**src/fmbq_pkg.sv**
```systemverilog
// ----------------------------------------------------------------------------
// fmbq_pkg
// Shared types and constants for the front/middle/back queue: operation and
// status codes, stream word layout, controller states and the command/status
// bundles between controller and datapath.
// ----------------------------------------------------------------------------
package fmbq_pkg;

	localparam int OP_W      = 3;
	localparam int DATA_W    = 32;
	localparam int STAT_W    = 2;
	localparam int OCC_W     = 7;
	localparam int S_TDATA_W = 40;
	localparam int M_TDATA_W = 48;

	typedef enum logic [OP_W-1:0] {
		OP_PUSH_FRONT  = 3'd0,
		OP_PUSH_MIDDLE = 3'd1,
		OP_PUSH_BACK   = 3'd2,
		OP_POP_FRONT   = 3'd3,
		OP_POP_MIDDLE  = 3'd4,
		OP_POP_BACK    = 3'd5
	} op_t;

	typedef enum logic [STAT_W-1:0] {
		STAT_DONE  = 2'd0,
		STAT_EMPTY = 2'd1,
		STAT_FULL  = 2'd2
	} status_t;

	typedef enum logic [2:0] {
		ST_IDLE,
		ST_EXEC,
		ST_REBAL,
		ST_MOVE_WR,
		ST_FINISH
	} state_t;

	typedef struct packed {
		logic load_in;
		logic exec;
		logic cap_result;
		logic move_rd;
		logic move_wr;
		logic load_out;
	} dp_cmd_t;

	typedef struct packed {
		logic pop_ok;
		logic push_fb_ok;
		logic need_move;
	} dp_stat_t;

endpackage

```
**src/fmbq_dp.sv**
```systemverilog
// ----------------------------------------------------------------------------
// fmbq_dp
// Datapath: front and back ring memories with their start pointers and
// counts, operand and result registers, and the output word register.
// ----------------------------------------------------------------------------
module fmbq_dp import fmbq_pkg::*; #(
	parameter int CAPACITY = 64
) (
	input  logic                 clk,
	input  logic                 arst_n,
	input  dp_cmd_t              cmd,
	output dp_stat_t             stat,
	input  logic [S_TDATA_W-1:0] s_tdata,
	output logic [M_TDATA_W-1:0] m_tdata
);

	localparam int IDX_W = (CAPACITY > 1) ? $clog2(CAPACITY) : 1;
	localparam int CNT_W = $clog2(CAPACITY + 1);
	localparam int SUM_W = CNT_W + 1;
	localparam logic [SUM_W-1:0] CAP_SUM = SUM_W'(CAPACITY);
	localparam logic [IDX_W-1:0] LAST_IDX = IDX_W'(CAPACITY - 1);

	logic [DATA_W-1:0] front_mem [CAPACITY];
	logic [DATA_W-1:0] back_mem  [CAPACITY];

	logic [IDX_W-1:0]  fstart_q, bstart_q, fstart_d, bstart_d;
	logic [CNT_W-1:0]  fcount_q, bcount_q, fcount_d, bcount_d;
	logic [OP_W-1:0]   op_q;
	logic [DATA_W-1:0] val_q;
	logic [DATA_W-1:0] result_q, result_d;
	status_t           status_q, status_d;
	logic              pop_sel_q, pop_sel_d;
	logic              dir_q, dir_d;
	logic [DATA_W-1:0] f_rd_q, b_rd_q;
	logic [M_TDATA_W-1:0] out_q;

	logic              f_we, f_re, b_we, b_re;
	logic [IDX_W-1:0]  f_wa, f_ra, b_wa, b_ra;
	logic [DATA_W-1:0] f_wd, b_wd;

	logic [SUM_W-1:0]       total;
	logic [SUM_W+OCC_W-1:0] total_ext;
	logic                   full, empty, is_push, is_pop, is_push_fb;
	logic                   front_heavy, back_heavy;

	function automatic logic [IDX_W-1:0] ring_add(input logic [IDX_W-1:0] s,
	                                              input logic [CNT_W-1:0] k);
		logic [SUM_W-1:0] sum;
		sum = SUM_W'(s) + SUM_W'(k);
		if (sum >= CAP_SUM) begin
			sum = sum - CAP_SUM;
		end
		return sum[IDX_W-1:0];
	endfunction

	function automatic logic [IDX_W-1:0] ring_dec(input logic [IDX_W-1:0] s);
		return (s == '0) ? LAST_IDX : s - 1'b1;
	endfunction

	assign total       = SUM_W'(fcount_q) + SUM_W'(bcount_q);
	assign total_ext   = {{OCC_W{1'b0}}, total};
	assign full        = total >= CAP_SUM;
	assign empty       = total == '0;
	assign is_push     = op_q == OP_PUSH_FRONT || op_q == OP_PUSH_MIDDLE || op_q == OP_PUSH_BACK;
	assign is_push_fb  = op_q == OP_PUSH_FRONT || op_q == OP_PUSH_BACK;
	assign is_pop      = op_q == OP_POP_FRONT || op_q == OP_POP_MIDDLE || op_q == OP_POP_BACK;
	assign front_heavy = fcount_q > bcount_q;
	assign back_heavy  = SUM_W'(bcount_q) > SUM_W'(fcount_q) + 1'b1;

	assign stat.pop_ok     = is_pop && !empty;
	assign stat.push_fb_ok = is_push_fb && !full;
	assign stat.need_move  = front_heavy || back_heavy;

	always_comb begin
		fstart_d  = fstart_q;
		bstart_d  = bstart_q;
		fcount_d  = fcount_q;
		bcount_d  = bcount_q;
		result_d  = result_q;
		status_d  = status_q;
		pop_sel_d = pop_sel_q;
		dir_d     = dir_q;
		f_we = 1'b0; f_wa = '0; f_wd = val_q; f_re = 1'b0; f_ra = '0;
		b_we = 1'b0; b_wa = '0; b_wd = val_q; b_re = 1'b0; b_ra = '0;

		if (cmd.exec) begin
			result_d = '0;
			status_d = STAT_DONE;
			if (is_push && full) begin
				status_d = STAT_FULL;
			end else if (is_pop && empty) begin
				result_d = '1;
				status_d = STAT_EMPTY;
			end else begin
				case (op_q)
					OP_PUSH_FRONT: begin
						fstart_d = ring_dec(fstart_q);
						f_we     = 1'b1;
						f_wa     = ring_dec(fstart_q);
						fcount_d = fcount_q + 1'b1;
					end
					OP_PUSH_MIDDLE: begin
						if (fcount_q < bcount_q) begin
							f_we     = 1'b1;
							f_wa     = ring_add(fstart_q, fcount_q);
							fcount_d = fcount_q + 1'b1;
						end else begin
							bstart_d = ring_dec(bstart_q);
							b_we     = 1'b1;
							b_wa     = ring_dec(bstart_q);
							bcount_d = bcount_q + 1'b1;
						end
					end
					OP_PUSH_BACK: begin
						b_we     = 1'b1;
						b_wa     = ring_add(bstart_q, bcount_q);
						bcount_d = bcount_q + 1'b1;
					end
					OP_POP_FRONT: begin
						if (fcount_q != '0) begin
							f_re      = 1'b1;
							f_ra      = fstart_q;
							fstart_d  = ring_add(fstart_q, CNT_W'(1));
							fcount_d  = fcount_q - 1'b1;
							pop_sel_d = 1'b0;
						end else begin
							b_re      = 1'b1;
							b_ra      = bstart_q;
							bstart_d  = ring_add(bstart_q, CNT_W'(1));
							bcount_d  = bcount_q - 1'b1;
							pop_sel_d = 1'b1;
						end
					end
					OP_POP_MIDDLE: begin
						if (fcount_q < bcount_q) begin
							b_re      = 1'b1;
							b_ra      = bstart_q;
							bstart_d  = ring_add(bstart_q, CNT_W'(1));
							bcount_d  = bcount_q - 1'b1;
							pop_sel_d = 1'b1;
						end else begin
							f_re      = 1'b1;
							f_ra      = ring_add(fstart_q, fcount_q - 1'b1);
							fcount_d  = fcount_q - 1'b1;
							pop_sel_d = 1'b0;
						end
					end
					OP_POP_BACK: begin
						if (bcount_q != '0) begin
							b_re      = 1'b1;
							b_ra      = ring_add(bstart_q, bcount_q - 1'b1);
							bcount_d  = bcount_q - 1'b1;
							pop_sel_d = 1'b1;
						end else begin
							f_re      = 1'b1;
							f_ra      = ring_add(fstart_q, fcount_q - 1'b1);
							fcount_d  = fcount_q - 1'b1;
							pop_sel_d = 1'b0;
						end
					end
					default: begin
						status_d = STAT_DONE;
					end
				endcase
			end
		end

		if (cmd.cap_result) begin
			result_d = pop_sel_q ? b_rd_q : f_rd_q;
		end

		// take one word off the heavier half; it lands in the other half next cycle
		if (cmd.move_rd) begin
			if (front_heavy) begin
				f_re     = 1'b1;
				f_ra     = ring_add(fstart_q, fcount_q - 1'b1);
				fcount_d = fcount_q - 1'b1;
				dir_d    = 1'b1;
			end else begin
				b_re     = 1'b1;
				b_ra     = bstart_q;
				bstart_d = ring_add(bstart_q, CNT_W'(1));
				bcount_d = bcount_q - 1'b1;
				dir_d    = 1'b0;
			end
		end

		if (cmd.move_wr) begin
			if (dir_q) begin
				bstart_d = ring_dec(bstart_q);
				b_we     = 1'b1;
				b_wa     = ring_dec(bstart_q);
				b_wd     = f_rd_q;
				bcount_d = bcount_q + 1'b1;
			end else begin
				f_we     = 1'b1;
				f_wa     = ring_add(fstart_q, fcount_q);
				f_wd     = b_rd_q;
				fcount_d = fcount_q + 1'b1;
			end
		end
	end

	always_ff @(posedge clk or negedge arst_n) begin
		if (!arst_n) begin
			fstart_q <= '0;
			bstart_q <= '0;
			fcount_q <= '0;
			bcount_q <= '0;
		end else begin
			fstart_q <= fstart_d;
			bstart_q <= bstart_d;
			fcount_q <= fcount_d;
			bcount_q <= bcount_d;
		end
	end

	always_ff @(posedge clk) begin
		if (cmd.load_in) begin
			op_q  <= s_tdata[OP_W-1:0];
			val_q <= s_tdata[OP_W+DATA_W-1:OP_W];
		end
		result_q  <= result_d;
		status_q  <= status_d;
		pop_sel_q <= pop_sel_d;
		dir_q     <= dir_d;
		if (cmd.load_out) begin
			out_q <= {{(M_TDATA_W-OCC_W-STAT_W-DATA_W){1'b0}},
			          total_ext[OCC_W-1:0], status_q, result_q};
		end
	end

	always_ff @(posedge clk) begin
		if (f_we) begin
			front_mem[f_wa] <= f_wd;
		end
		if (f_re) begin
			f_rd_q <= front_mem[f_ra];
		end
	end

	always_ff @(posedge clk) begin
		if (b_we) begin
			back_mem[b_wa] <= b_wd;
		end
		if (b_re) begin
			b_rd_q <= back_mem[b_ra];
		end
	end

	assign m_tdata = out_q;

	a_total_bound: assert property (@(posedge clk) disable iff (!arst_n)
		total <= CAP_SUM)
		else $error("queue holds more than CAPACITY words");

	a_balanced_at_result: assert property (@(posedge clk) disable iff (!arst_n)
		cmd.load_out |-> (SUM_W'(bcount_q) == SUM_W'(fcount_q) ||
		                  SUM_W'(bcount_q) == SUM_W'(fcount_q) + 1'b1))
		else $error("halves out of balance when result is issued");

	a_full_push_flagged: assert property (@(posedge clk) disable iff (!arst_n)
		(cmd.exec && is_push && full) |=> (status_q == STAT_FULL && $stable(total)))
		else $error("push on full queue not dropped");

endmodule

```
**config.mk**
```make
export PLATFORM = sky130hd
export DESIGN_NAME = fmbq_dp
export DESIGN_NICKNAME = d
export VERILOG_FILES = /design/src/fmbq_pkg.sv /design/src/fmbq_dp.sv
export SDC_FILE = /design/constraint.sdc
export NUM_CORES = 2
export LEC_CHECK = 0
export CORE_MARGIN = 4
export CORE_UTILIZATION = 57
export CTS_CLUSTER_SIZE = 16
export DETAILED_ROUTE_END_ITERATION = 12
export DONT_BUFFER_PORTS = 1
export PLACE_DENSITY = 0.82
export SLEW_MARGIN = 20
export SYNTH_ARGS = -nofsm -noshare
export SYNTH_HDL_FRONTEND = slang
export SYNTH_SLANG_ARGS = --single-unit
```
**constraint.sdc**
```tcl
create_clock -name clk -period 5.9 [get_ports clk]
set_input_delay 0.295 -clock clk [delete_from_list [all_inputs] [get_ports clk]]
set_output_delay 0.295 -clock clk [all_outputs]
set_load 0.02 [all_outputs]
```
==> impl_metrics.ini <==
[drt]
vias_per_cell = 6.85
drc_errors = 0
first_pass_iters = 9
routedWlPerCell_um = 30.9
drt_iter0_markers = 21200
drtAntennaViolNets = 0
drt_wl_total_um = 534000
routed-via-count = 118000

[setup_path]
startpoint = fcount_q[0]
r2r_end = b_rd_q[30]
critical_path.max_stage_delay_ns = 0.86
crit_buf_inv = 6
reg2reg_depth = 19
timing.rr.start = fcount_q[0]
endpoint_kind = flop
crit_type = flop to flop
cp_data_required_time_ns = 6.64
critPathMaxFanout = 34
cp.arrival_ns = 6.67
crit_family = simple AND/OR/NAND/NOR gates
cp-start-kind = flop
cp_cell_sequence = inv_1, ha_1, or3b_4, or4_1, inv_2, ha_1, a222oi_1, a211oi_1, o21ai_2, buf_4, nand2_4, buf_12, buf_12, buf_4, nand3_1, a21boi_0, o211ai_1, nand4_1, nor3_1
cp_slowest_cell = a21boi_0
cp.depth = 19
r2r_slack_ns = -0.03

[pwr]
combPwrFrac = 0.427
total_power_mw = 114
power.share.switching = 0.414
peakVddDrop_mv = 0.721
switchingPower_mw = 47.1
pwr-share-clk = 0.225
p_int_mw = 66.7
p_per_area_nw_per_um2 = 581
p_leak_nw = 68.5
seqPwrFrac = 0.348

[final_layout]
syn2layout_area_growth_pct = 13.3
drive_above_1_share = 0.112
final_cell_area_um2 = 196000
postLayoutCoreUtil = 0.648
fillCellCount = 19000
multi_input_area_um2 = 41400
final_nets = 13000
regArea_um2 = 129000

[sta]
slew_headroom = 0.225
setup_violations = 1
fin_crit_ns = 5.93
min_period_over_period = 1.01
hold_violations = 0
worst_slew_pin_slew_ns = 1.13
rsz0062_at_grt = no
final_max_slew_viol_count = 0
setup-tns-final_ns = -0.0307
clock.fmax_ghz = 0.169
skew_ns = 0.131
fin_ws_ns = -0.0307

[place]
dpl-instance-area_um2 = 182000
port_buffers = 0
dp.final_hpwl_um = 298000
gp_congestion = 0.912

[clock_tree]
cts-root-buf = clkbuf_16
clk_pin_slew_ns = 0.06
worstSkewPairLatency_ns = 1.03
cts_buffers = 410
max-clock-path-buffers = 4
numClockSinks = 4298
cts_tree = yes
ctsHtreeMaxLevel = 5

[yosys]
synth_seq_cells = 4298
synth_async_sr_flop_share = 0.00605
synth_top_area_frac = 0.741
synth.yosys.seq_area_share = 0.745
synth_ff_type = edfxtp_1
synth_area_um2 = 173000
yosys-top-cells-area = edfxtp_1, nand2_1, nand3_1
ys_warn_count = 0
synth_edf_count = 4272
synth.avg_cell_area_um2 = 13.7
synth_top_area_cell = edfxtp_1
syn_inst = 12600
synth_cell_type_count = 98

[floorplanning]
rows = 202
io_pins = 99
initial_core_util = 0.572
die_width_um = 559
dieHeight_um = 559
core_um2 = 303000
die_area_um2 = 312000

[grt]
grt_pass1_wl_um = 762000
gr-total-overflow = 0
grt_usage = 0.330
grt_pass1_vias = 115000
antenna_found_initial = 41
grt_max_degree = 104

[hold_path]
worstHoldStart = cmd[1]
min_path_type = primary input to flop
hold_end = fcount_q[6]
holdPathStages = 3

[run_status]
violations = setup timing
status = finished with violations

[job]
cap_violations = 0
## through the flow
| stage | hold WS (ns) | setup slack (ns) | instances |
|---|---|---|---|
| after detailed placement | 0.00841 | 0.292 | 16400 |
| after global placement | 0.00823 | 0.414 | 16400 |
| after CTS | 0.0491 | 0.188 | 17200 |
| final | 0.0875 | -0.0307 | 17300 |
| after floorplan | -0.000591 | 0.209 | 12600 |
| after global routing | 0.0807 | 0.0130 | 17300 |
## cells in the final DEF, fill, tap and decap left out, drive strengths merged, types with 77 or more instances in the layout
cell type	instances
a211oi	77
a21oi	408
a311oi	206
a31oi	222
and3	298
buf	655
clkbuf	513
clkinv	176
edfxtp	4272
mux2i	480
nand2	3408
nand3	1039
nor2	238
nor3	91
o21ai	127
o221ai	117
o22ai	169
## cell usage after synthesis (12+ instances only)
library cell  count
edfxtp_1       4272
nand2_1        3404
nand3_1        1039
mux2i_1         480
a21oi_1         407
buf_2           372
and3_1          298
clkbuf_1        283
nor2_1          230
a31oi_1         222
a311oi_1        206
o22ai_1         168
o221ai_1        117
o21ai_0         108
buf_4           103
nor3_1           90
a211oi_1         75
nand4_1          62
ha_1             53
buf_1            49
nor4_1           47
a32oi_1          43
xnor2_1          34
inv_1            32
a41oi_1          29
dfrtp_1          26
o211ai_1         20
buf_6            18
a22oi_1          17
xor2_1           17
o21ai_1          16
a221oi_1         15
and2_1           15
or3_1            15
o21a_1           14
a221oi_2         12
nand2b_1         12
## what timing repair did
item | in CTS | in global routing
endpoints found under the setup margin | 0 | 14
buffers inserted | 0 | 5
endpoints found under the hold margin | 207 | 0
gates resized for setup | 0 | 2
hold buffers | 68 | 0
## per-layer routing
layer | vias up | routed length, um | track usage
met5 | - | 239 | 0
met4 | 36 | 47000 | 0.231
met3 | 2769 | 85400 | 0.100
met2 | 11300 | 240000 | 0.510
met1 | 56200 | 161000 | 0.400
li1 | 48000 | - | -
## state kept, by name, indices dropped and copies added (netlist names), 7 cells and up
signal and cells:
m_tdata 41, back_mem 2048, f_rd_q 32, val_q 32
result_q 32, front_mem 2048, b_rd_q 32, fcount_q 7
bcount_q 7
## final cells by class
cell class                      count  area share
Antenna cell                       17    0.000217
Clock buffer                      513      0.0546
Sequential cell                  4298       0.658
Inverter                           33    0.000632
Timing Repair Buffer              718      0.0391
Multi-Input combinational cell   7482       0.211
Tap cell                         3978      0.0254
Clock inverter                    231      0.0109
## tightest hold or removal path: stages
cell     delay [ns]
nor2b_4        0.11
buf_4          0.31
a21oi_1        0.22
## cells by family (layout without fill, tap and decap cells)
kind of cell	count (synthesis)	count (layout)	share of synthesized area
xor+xnor	51	51	0.00258
compound gates	1600	1601	0.0637
other cells	1	24	0.0000217
flops	4298	4298	0.745
fa+ha+maj	58	58	0.00441
simple gates	5268	5268	0.130
buf+inv	858	1495	0.0243
mux	497	497	0.0295
## worst max-delay path by stage
stage,end
finish,b_rd_q[30]
global placement,f_rd_q[9]
global route,back_mem[52][31]
floorplan,fcount_q[6]
detailed placement,b_rd_q[7]
CTS,f_rd_q[6]
## power groups by stage
stage	registers, mW	clock network [mW]	logic [mW]
after floorplan	39.6	0	27.3
after global placement	40.1	0	44.2
after detailed placement	40.1	0	45.5
after CTS	39.5	25.5	46.4
after global routing	39.6	26.8	50.2
final	39.6	25.6	48.6
No activity file was read; power rests on OpenSTA's default activity.
