File: config.mk
export PLATFORM = sky130hd
export DESIGN_NAME = fmbq_ctrl
export DESIGN_NICKNAME = d
export VERILOG_FILES = /design/src/fmbq_pkg.sv /design/src/fmbq_ctrl.sv
export SDC_FILE = /design/constraint.sdc
export NUM_CORES = 1
export LEC_CHECK = 0
export BUFFER_PORTS_ARGS = -buffer_cell sky130_fd_sc_hd__clkbuf_2
export CAP_MARGIN = 20
export CORE_AREA = 2 2 39 41
export CTS_CLUSTER_SIZE = 40
export DETAILED_ROUTE_END_ITERATION = 10
export DIE_AREA = 0 0 41 43
export PLACE_DENSITY = 0.44
export SLEW_MARGIN = 10
export SYNTH_ARGS = -nofsm -noshare
export SYNTH_HDL_FRONTEND = slang
export SYNTH_SLANG_ARGS = --single-unit
File: constraint.sdc
create_clock -name clk -period 1.4 [get_ports clk]
set_input_delay 0.07 -clock clk [delete_from_list [all_inputs] [get_ports clk]]
set_output_delay 0.07 -clock clk [all_outputs]
set_load 0.01 [all_outputs]
File: src/fmbq_pkg.sv
// ----------------------------------------------------------------------------
// fmbq_pkg
// Shared types and constants for the front/middle/back queue: operation and
// status codes, stream word layout, controller states and the command/status
// bundles between controller and datapath.
// ----------------------------------------------------------------------------
package fmbq_pkg;

	localparam int OP_W      = 3;
	localparam int DATA_W    = 32;
	localparam int STAT_W    = 2;
	localparam int OCC_W     = 7;
	localparam int S_TDATA_W = 40;
	localparam int M_TDATA_W = 48;

	typedef enum logic [OP_W-1:0] {
		OP_PUSH_FRONT  = 3'd0,
		OP_PUSH_MIDDLE = 3'd1,
		OP_PUSH_BACK   = 3'd2,
		OP_POP_FRONT   = 3'd3,
		OP_POP_MIDDLE  = 3'd4,
		OP_POP_BACK    = 3'd5
	} op_t;

	typedef enum logic [STAT_W-1:0] {
		STAT_DONE  = 2'd0,
		STAT_EMPTY = 2'd1,
		STAT_FULL  = 2'd2
	} status_t;

	typedef enum logic [2:0] {
		ST_IDLE,
		ST_EXEC,
		ST_REBAL,
		ST_MOVE_WR,
		ST_FINISH
	} state_t;

	typedef struct packed {
		logic load_in;
		logic exec;
		logic cap_result;
		logic move_rd;
		logic move_wr;
		logic load_out;
	} dp_cmd_t;

	typedef struct packed {
		logic pop_ok;
		logic push_fb_ok;
		logic need_move;
	} dp_stat_t;

endpackage

File: src/fmbq_ctrl.sv
// ----------------------------------------------------------------------------
// fmbq_ctrl
// Controller: sequences one operation through execute, rebalance and move
// steps, and owns the input and output handshakes.
// ----------------------------------------------------------------------------
module fmbq_ctrl import fmbq_pkg::*; (
	input  logic     clk,
	input  logic     arst_n,
	input  logic     s_tvalid,
	output logic     s_tready,
	output logic     m_tvalid,
	input  logic     m_tready,
	input  dp_stat_t stat,
	output dp_cmd_t  cmd
);

	state_t state_q, state_d;
	logic   out_valid_q, out_valid_d;
	logic   pend_pop_q, pend_pop_d;

	always_ff @(posedge clk or negedge arst_n) begin
		if (!arst_n) begin
			state_q     <= ST_IDLE;
			out_valid_q <= 1'b0;
			pend_pop_q  <= 1'b0;
		end else begin
			state_q     <= state_d;
			out_valid_q <= out_valid_d;
			pend_pop_q  <= pend_pop_d;
		end
	end

	always_comb begin
		state_d     = state_q;
		pend_pop_d  = pend_pop_q;
		cmd         = '0;
		s_tready    = 1'b0;
		out_valid_d = out_valid_q && !m_tready;

		unique case (state_q)
			ST_IDLE: begin
				s_tready = 1'b1;
				if (s_tvalid) begin
					cmd.load_in = 1'b1;
					state_d     = ST_EXEC;
				end
			end
			ST_EXEC: begin
				cmd.exec   = 1'b1;
				pend_pop_d = stat.pop_ok;
				if (stat.pop_ok || stat.push_fb_ok) begin
					state_d = ST_REBAL;
				end else begin
					state_d = ST_FINISH;
				end
			end
			ST_REBAL: begin
				cmd.cap_result = pend_pop_q;
				if (stat.need_move) begin
					cmd.move_rd = 1'b1;
					state_d     = ST_MOVE_WR;
				end else begin
					state_d = ST_FINISH;
				end
			end
			ST_MOVE_WR: begin
				cmd.move_wr = 1'b1;
				state_d     = ST_FINISH;
			end
			ST_FINISH: begin
				// hold until the output register is free
				if (!out_valid_q || m_tready) begin
					cmd.load_out = 1'b1;
					out_valid_d  = 1'b1;
					state_d      = ST_IDLE;
				end
			end
			default: begin
				state_d = ST_IDLE;
			end
		endcase
	end

	assign m_tvalid = out_valid_q;

	a_exec_after_accept: assert property (@(posedge clk) disable iff (!arst_n)
		(state_q == ST_EXEC) |-> $past(s_tvalid && s_tready))
		else $error("execute step without an accepted word");

	a_finish_waits: assert property (@(posedge clk) disable iff (!arst_n)
		(state_q == ST_FINISH && out_valid_q && !m_tready) |=> (state_q == ST_FINISH))
		else $error("result register overwritten while still held");

	a_out_held: assert property (@(posedge clk) disable iff (!arst_n)
		(m_tvalid && !m_tready) |=> m_tvalid)
		else $error("result word withdrawn before it was taken");

endmodule
==> results of run 1 <==
metrics by stage:
stage	total power (W)	util, %	setup WS (ns)	hold WS [ns]
floorplan	0.000487	-	0.235	-0.226
finish	0.000789	28.0	0.0982	0.0541
global route	0.000852	28.0	0.0341	0.0662
detailed placement	0.000621	25.0	0.229	-0.107
global placement	0.000618	25.0	0.258	-0.108
CTS	0.000793	27.7	0.0217	0.0494
registers in the layout (all words and copies together) (netlist names):
name        count
m_tvalid        1
pend_pop_q      1
state_q         3
synthesized netlist by cell type (all sizes together):
library cell and n:
a22oi 1, and3 2, and3b 1, dfrtp 5, inv 2, mux2 1
nand2 5, nand2b 2, nand3 1, nor2 3, nor3 1, nor3b 1
o21ai 1, o22ai 1
worst register-to-register path, cell delays in order (launching register included):
cell	delay, ns
dfrtp_1	0.46
nor3b_4	0.25
mux2_1	0.35
layout make-up:
class | instances | share of cell area (%)
Multi-Input combinational cell | 20 | 33.2
Sequential cell | 5 | 32.3
Timing Repair Buffer | 15 | 20.6
Inverter | 2 | 1.94
Tap cell | 16 | 5.16
Clock buffer | 4 | 6.77
repair_timing:
| action | in CTS | in global routing |
|---|---|---|
| setup endpoints to repair | 0 | 1 |
| hold endpoints to repair | 5 | 0 |
| hold buffers | 1 | 0 |
| gates resized for setup | 0 | 1 |
final timing paths:
check | from | slack [ns] | cells after the start | end
max | state_q[1]$_DFFE_PN0P_ | 0.1 | 4 | cmd[5]
min | s_tvalid | 0.05 | 3 | state_q[0]$_DFFE_PN0P_
max reg2reg | state_q[1]$_DFFE_PN0P_ | 0.22 | 2 | pend_pop_q$_DFFE_PN0N_
min reg2reg | pend_pop_q$_DFFE_PN0N_ | 0.49 | 1 | pend_pop_q$_DFFE_PN0N_
max in group asynchronous | arst_n | 1.09 | 2 | state_q[1]$_DFFE_PN0P_
min in group asynchronous | arst_n | 0.18 | 2 | state_q[2]$_DFFE_PN0P_
cell families after synthesis:
family,count (synthesis)
simple gates,16
flops,5
mux,1
compound gates,3
buf+inv,2
where the power goes:
group	internal (W)	switching [W]	total, W
logic	0.000166	0.000169	0.000335
registers	0.000206	0.0000854	0.000291
clock network	0.000108	0.0000554	0.000163
total	0.000479	0.000310	0.000789
metal layers:
| layer | part of all wire (%) | global-route usage, % | up-vias |
|---|---|---|---|
| met5 | 0 | 0 | - |
| met3 | 9.6 | 4.71 | 2 |
| met4 | 0.74 | 8.00 | 0 |
| met2 | 44 | 8.75 | 10 |
| met1 | 46 | 8.77 | 116 |
| li1 | - | - | 130 |
cell usage in the layout (no fill, tap or decap), types with 2 or more instances in the layout:
cell,count
nor2_1,3
and3_1,2
nand2_1,5
clkbuf_4,3
nand2b_1,2
dfrtp_1,5
clkbuf_2,14
inv_1,2
==> flow_summary_export.csv, run 1 <==
group,metric,value,unit
placement,place.detailed.hpwl,477,um
yosys,most_area_hungry_cell_type_in_the_yosys_netlist,"dfrtp_1",
setup_path,timing.critical_path.to_type,"output port",
yosys,synth_compound_area_share,7.32,%
global_routing,first_global_vias,210,
setup_path,criticalPathCategory,"flip-flop to output port",
min_path,hp-class,"input pin to flip-flop",
placement,gp_congestion,0.604,
yosys,synth_cell_types,14,
sta,final.setup.tns,0,ns
route,remaining_drc_errors,0,
setup_path,critical_path.slowest_cell,"dfrtp_1",
finish,multi_input_comb_area,129,um^2
setup_path,cp_data_required_time,1.33,ns
sta,max_slew.worst_pin.slew,0.258,ns
yosys,synth.area.mux_share,4.39,%
clocking,clkSlewWorstSetupHoldPaths,0.04,ns
yosys,synth-warning-count,0,
setup_path,critical_path_fanout_max,7,
placement,port-buffer-count,14,
finish,antennaDiodeCount,0,
route,route.antenna.remaining_nets,0,
yosys,syn_inst,27,
finish,num-nets-final,54,
yosys,yosys-top-cells-area,"dfrtp_1, nand2_1, nor3b_4",
route,routed_wirelength,539,um
yosys,basic_gate_share_of_the_synthesized_area_counting_and_or_nand_and_nor_cells,36.6,%
clocking,clock_insertion_delay_worst_skew,0.24,ns
sta,setup-violations-final,0,
floorplanning,chipHeight,43,um
yosys,yosys.area.top_type_share,48.8,%
route,drt_first_pass_iters,2,
pwr,areal_power_density_over_the_cells,2030,mW/mm^2
finish,finalInstanceArea,388,um^2
pwr,ir_drop,0.000573,V
floorplanning,floorplan.initialDensity,18.5,%
finish,flow.area_growth_from_synthesis,51.2,%
job,max_cap_viol_count,0,
yosys,main_combinational_cell_family_by_area_after_synthesis,"simple AND/OR/NAND/NOR gates",
route,routed-via-count,258,
route,routed_len_inst,8.69,um
finish,final-seq-area,125,um^2
sta,finalWorstPathRequiredPeriod,1.30,ns
yosys,post_synth.cell_area_avg,9.50,um^2
sta,grt_setup_unrepaired,"no",
yosys,yosys.area_share.adder,0,%
yosys,synth_seq_cells,5,
clocking,cts-root-to-sink-buffers,2,
placement,post_dp_cell_area,347,um^2
clocking,cts_tree,"built",
sta,slew_headroom,82.8,%
pwr,p_leak,0.226,nW
finish,fin_cells,62,
setup_path,arrival,1.23,ns
setup_path,critical_path_buf_inv_count,2,
clocking,cts.root.buffer_cell,"clkbuf_4",
clocking,numCtsBuffers,3,
finish,drive_gt1_share,43.5,%
sta,finalClockSkew,0.00237,ns
clocking,cts.sink_count,5,
global_routing,grt.overflow.total,0,
floorplanning,placeableCoreArea,0.00138,mm^2
yosys,yosysSeqAreaShare,48.8,%
setup_path,crit_path_cell_trace,"nor3_2 > nand2_1 > inv_1 > clkbuf_2",
yosys,post_synth_xor_area_fraction,0,%
route,drt_iter0_markers,1,
status,run_status,"finished, final reports clean",
sta,number_of_slew_limit_violations_in_the_final_report,0,
global_routing,wire_length_of_the_first_global_routing_pass,786,um
sta,maxClockFrequency,0.768,GHz
floorplanning,die-area,0.00176,mm^2
floorplanning,rows,14,
finish,fill_cells,154,
yosys,area_of_the_mapped_netlist,256,um^2
setup_path,worst_path_dominant_cell_family,"flip-flops",
setup_path,slowest_delay,0.46,ns
setup_path,crit_path_start_kind,"flip-flop",
placement,dpl.cell_count,57,
global_routing,initial_antenna_violation_count,0,
clocking,buffers_inserted_by_post_cts_timing_repair,0,
route,detail_route.vias_per_cell,4.16,
global_routing,gr-usage-all-layers,7.65,%
sta,post-route-period-util,93.0,%
floorplanning,number_of_placed_i_o_pins,15,
clocking,clock_tree.htree_level_count,1,
yosys,synth_nets,34,
global_routing,grt_start_max_net_pins,8,
sta,hold_viol,0,
floorplanning,die_width,41,um
Note: power is estimated with default switching activity, not from simulation.
==> run 2: changes to the inputs <==
Settings changed: PLACE_DENSITY 0.44 to 0.41.
==> flow_summary_export.csv, run 2 (synthesized netlist as in run 1, its figures left out) <==
group,metric,value,unit
global_routing,grt_start_max_net_pins,8,
pwr,power.sequential.fraction,36.9,%
global_routing,initial_antenna_violation_count,0,
floorplanning,rows,14,
route,detail_route.vias_per_cell,4.00,
clocking,numCtsBuffers,3,
floorplanning,chipHeight,43,um
finish,layout_commonest_cell,"clkbuf_2",
finish,registers.top_by_ff_count,"state_q",
route,top_layer,"met3",
pwr,p_leak,0.226,nW
setup_path,crit_path_start_kind,"flip-flop",
placement,gp_congestion,0.704,
sta,setup-violations-final,0,
sta,holdWs,0.0510,ns
sta,final.setup.tns,0,ns
setup_path,cp_data_required_time,1.33,ns
finish,num-nets-final,54,
min_path,hp-class,"input pin to flip-flop",
finish,flow.area_growth_from_synthesis,51.2,%
floorplanning,number_of_placed_i_o_pins,15,
route,met1Wirelength,244,um
pwr,ir_drop,0.000557,V
floorplanning,placeableCoreArea,0.00138,mm^2
clocking,cts.sink_count,5,
finish,layout_common_cells,"clkbuf_2, nand2_1, dfrtp_1, nor2_1, clkbuf_4",
sta,hold_viol,0,
clocking,clock_insertion_delay_worst_skew,0.24,ns
global_routing,wire_length_of_the_first_global_routing_pass,993,um
floorplanning,die-area,0.00176,mm^2
sta,max_slew.worst_pin.slew,0.270,ns
finish,largest_reg_flops,3,
floorplanning,die_width,41,um
setup_path,timing.critical_path.to_type,"output port",
pwr,clock_power_share,21.5,%
setup_path,criticalPathCategory,"flip-flop to output port",
pwr,total_power,0.000792,W
route,route.antenna.remaining_nets,0,
sta,slew_headroom,82.0,%
clocking,cts_tree,"built",
clocking,cts.root.buffer_cell,"clkbuf_4",
sta,maxClockFrequency,0.784,GHz
finish,drive_gt1_share,43.5,%
sta,finalClockSkew,0.00127,ns
finish,antennaDiodeCount,0,
job,max_cap_viol_count,0,
route,remaining_drc_errors,0,
global_routing,grt.overflow.total,0,
sta,number_of_slew_limit_violations_in_the_final_report,0,
clocking,cts-root-to-sink-buffers,2,
route,routed-via-count,248,
clocking,clkSlewWorstSetupHoldPaths,0.04,ns
route,drt_iter0_markers,9,
route,drt_first_pass_iters,3,
clocking,clock_tree.htree_level_count,1,
pwr,p_int,0.000479,W
floorplanning,floorplan.initialDensity,18.5,%
finish,fin_cells,62,
setup_path,arrival,1.21,ns
sta,grt_setup_unrepaired,"no",
route,met2WireLength,285,um
pwr,power_frac_comb,41.6,%
sta,post-route-period-util,91.1,%
setup_path,critical_path_fanout_max,7,
global_routing,gr-usage-all-layers,9.05,%
pwr,areal_power_density_over_the_cells,2040,mW/mm^2
status,run_status,"finished, final reports clean",
pwr,power_switching,0.000313,W
placement,port-buffer-count,14,
global_routing,first_global_vias,247,
route,routed_len_inst,9.65,um
route,routed_wirelength,598,um
sta,finalWorstPathRequiredPeriod,1.28,ns
placement,dpl.cell_count,57,
route,detailroute.wirelength.met3,68,um
placement,place.detailed.hpwl,470,um
pwr,power.share.switching,39.5,%
## run 2: metal layers
layer	track usage, %	up-vias
met4	0	0
met3	9.42	0
met5	0	-
met1	9.06	106
li1	-	130
met2	13.8	12
## run 2: worst paths after layout
path	from	end	slack, ns	depth (start not counted)
worst max register to register	state_q[1]$_DFFE_PN0P_	pend_pop_q$_DFFE_PN0N_	0.23	2
worst min-delay path	s_tvalid	state_q[0]$_DFFE_PN0P_	0.05	3
min in group asynchronous	arst_n	m_tvalid$_DFF_PN0_	0.18	2
worst max-delay path	state_q[1]$_DFFE_PN0P_	cmd[5]	0.12	4
worst min register to register	pend_pop_q$_DFFE_PN0N_	pend_pop_q$_DFFE_PN0N_	0.48	1
max in group asynchronous	arst_n	state_q[1]$_DFFE_PN0P_	1.08	2
## run 2: metrics by stage
step / worst slack [ns] / util, % / cell area [um^2]
after floorplan: 0.235 / - / 256
after global placement: 0.255 / 25.0 / 347
after CTS: 0.0116 / 27.7 / 383
final: 0.124 / 28.0 / 388
after detailed placement: 0.246 / 25.0 / 347
after global routing: 0.00649 / 28.0 / 388
## run 2: final cells by class
class	instances	area (um^2)
fill	150	996
multi-input combinational	20	129
sequential	5	125
timing repair buffer	15	80.1
clock buffer	4	26.3
tap	16	20.0
inverter	2	7.51
## run 2: critical path: stages (launching register included)
cell      delay (ns)
dfrtp_1         0.46
nor3_2          0.24
nand2_1         0.09
inv_1           0.06
clkbuf_2        0.12
## run 2: power groups by stage
stage	Combinational, W	Sequential [W]	Clock, W
6_report	0.000330	0.000292	0.000170
3_5_place_dp	0.000330	0.000289	0
5_1_grt	0.000372	0.000311	0.000191
2_1_floorplan	0.000211	0.000276	0
3_3_place_gp	0.000330	0.000289	0
4_1_cts	0.000333	0.000288	0.000179
## run 2: timing repair
item,in CTS,in global routing
hold buffers,1,0
gates resized for setup,0,1
setup endpoints to repair,0,1
endpoints found under the hold margin,5,0
setup buffers,0,0
==> run 3: changes to the inputs <==
Settings changed: BUFFER_PORTS_ARGS -buffer_cell sky130_fd_sc_hd__clkbuf_2 to not set, DONT_BUFFER_PORTS set to 1, PLACE_DENSITY 0.41 to 0.31.
==> flow_summary_export.csv, run 3 (synthesized netlist as in run 1, its figures left out) <==
group,metric,value,unit
route,routed-via-count,221,
floorplanning,rows,14,
clocking,clock_insertion_delay_worst_skew,0.24,ns
clocking,buffers_inserted_by_post_cts_timing_repair,0,
setup_path,cp_data_required_time,1.33,ns
route,routed_wirelength,599,um
clocking,cts_tree,"built",
floorplanning,chipHeight,43,um
setup_path,crit_path_cell_trace,"nor2_1 > nand3_1 > inv_1",
global_routing,met1_usage,9.12,%
floorplanning,floorplan.initialDensity,18.5,%
setup_path,slowest_delay,0.46,ns
floorplanning,die-area,0.00176,mm^2
setup_path,worst_path_dominant_cell_family,"flip-flops",
clocking,cts.root.buffer_cell,"clkbuf_4",
finish,layout_common_cells,"nand2_1, dfrtp_1, dlygate4sd3_1, nor2_1, clkbuf_4",
route,drt_iter0_markers,0,
sta,hold_viol,0,
pwr,p_leak,0.188,nW
finish,num-nets-final,45,
global_routing,first_global_vias,198,
finish,antennaDiodeCount,0,
finish,largest_reg_flops,3,
route,remaining_drc_errors,0,
finish,drive_gt1_share,21.6,%
global_routing,initial_antenna_violation_count,0,
setup_path,critical_path_buf_inv_count,1,
floorplanning,die_width,41,um
global_routing,grt.overflow.total,0,
pwr,areal_power_density_over_the_cells,2130,mW/mm^2
clocking,clock_tree.htree_level_count,1,
sta,finalWorstPathRequiredPeriod,1.21,ns
sta,max_slew.worst_pin.slew,0.268,ns
pwr,ir_drop,0.000696,V
route,routed_len_inst,11.3,um
setup_path,criticalPathCategory,"flip-flop to output port",
clocking,cts.sink_count,5,
route,route.antenna.remaining_nets,0,
setup_path,timing.critical_path.to_type,"output port",
sta,setup-violations-final,0,
finish,registers.top_by_ff_count,"state_q",
setup_path,critical_path_fanout_max,7,
global_routing,grt.busiest_layer,"met2",
setup_path,crit_path_start_kind,"flip-flop",
route,detail_route.vias_per_cell,4.17,
pwr,total_power,0.000771,W
global_routing,wire_length_of_the_first_global_routing_pass,966,um
finish,flow.area_growth_from_synthesis,41.5,%
sta,post-route-period-util,86.4,%
floorplanning,number_of_placed_i_o_pins,15,
status,run_status,"finished, final reports clean",
route,drt_first_pass_iters,1,
sta,slew_headroom,82.1,%
floorplanning,placeableCoreArea,0.00138,mm^2
placement,port-buffer-count,0,
global_routing,grt.met3_usage,7.85,%
clocking,cts-root-to-sink-buffers,2,
sta,grt_setup_unrepaired,"no",
job,max_cap_viol_count,0,
setup_path,arrival,1.14,ns
min_path,hp-class,"input pin to flip-flop",
global_routing,grt_start_max_net_pins,8,
global_routing,global_route.usage.met2,11.9,%
sta,number_of_slew_limit_violations_in_the_final_report,0,
sta,finalClockSkew,0.000377,ns
global_routing,gr-usage-all-layers,9.07,%
clocking,clkSlewWorstSetupHoldPaths,0.04,ns
placement,gp_congestion,0.650,
setup_path,critical_path.slowest_cell,"dfrtp_1",
sta,final.setup.tns,0,ns
sta,maxClockFrequency,0.827,GHz
clocking,numCtsBuffers,3,
-- run 3: through the flow --
stage	area (um^2)	util, %	hold WS, ns	setup slack (ns)	std cells
floorplan	256	-	-0.226	0.235	27
global placement	292	21.1	-0.225	0.290	45
detailed placement	292	21.1	-0.225	0.257	45
CTS	348	25.1	0.00297	0.0795	52
global route	363	26.2	0.00185	0.0731	53
finish	363	26.2	0.0205	0.191	53
-- run 3: area by class of cell --
cell class              instances  area [um^2]
inverters                       2         7.51
repair buffers                  6         55.1
well taps                      16         20.0
flip-flops and latches          5          125
fillers                       154         1020
clock buffers                   4         26.3
multi-input cells              20          129
-- run 3: path summary, 6_finish.rpt --
| kind | startpoint | endpoint | slack [ns] | depth (start not counted) |
|---|---|---|---|---|
| max | state_q[2]$_DFFE_PN0P_ | cmd[2] | 0.19 | 3 |
| min | stat[1] | state_q[1]$_DFFE_PN0P_ | 0.02 | 2 |
| max reg2reg | state_q[1]$_DFFE_PN0P_ | pend_pop_q$_DFFE_PN0N_ | 0.24 | 2 |
| min reg2reg | pend_pop_q$_DFFE_PN0N_ | pend_pop_q$_DFFE_PN0N_ | 0.49 | 1 |
| max in group asynchronous | arst_n | m_tvalid$_DFF_PN0_ | 1.07 | 1 |
| min in group asynchronous | arst_n | state_q[0]$_DFFE_PN0P_ | 0.13 | 1 |
-- run 3: repair_timing --
action,in CTS,in global routing
gates resized for setup,0,1
endpoints found under the hold margin,7,1
hold buffers,3,1
setup endpoints to repair,0,1
-- run 3: layer usage --
layer	share of wire, %	wire length, um
met1	42	254
met2	51	308
met3	6.0	36
met4	0	0
met5	0	0
-- run 3: report_power, final --
part	leakage (nW)	internal (W)	switching (W)	total (W)
sequential	0.0641	0.000206	0.0000911	0.000297
combinational	0.109	0.000155	0.000156	0.000311
clock	0.0150	0.000108	0.0000555	0.000163
total	0.188	0.000469	0.000303	0.000771
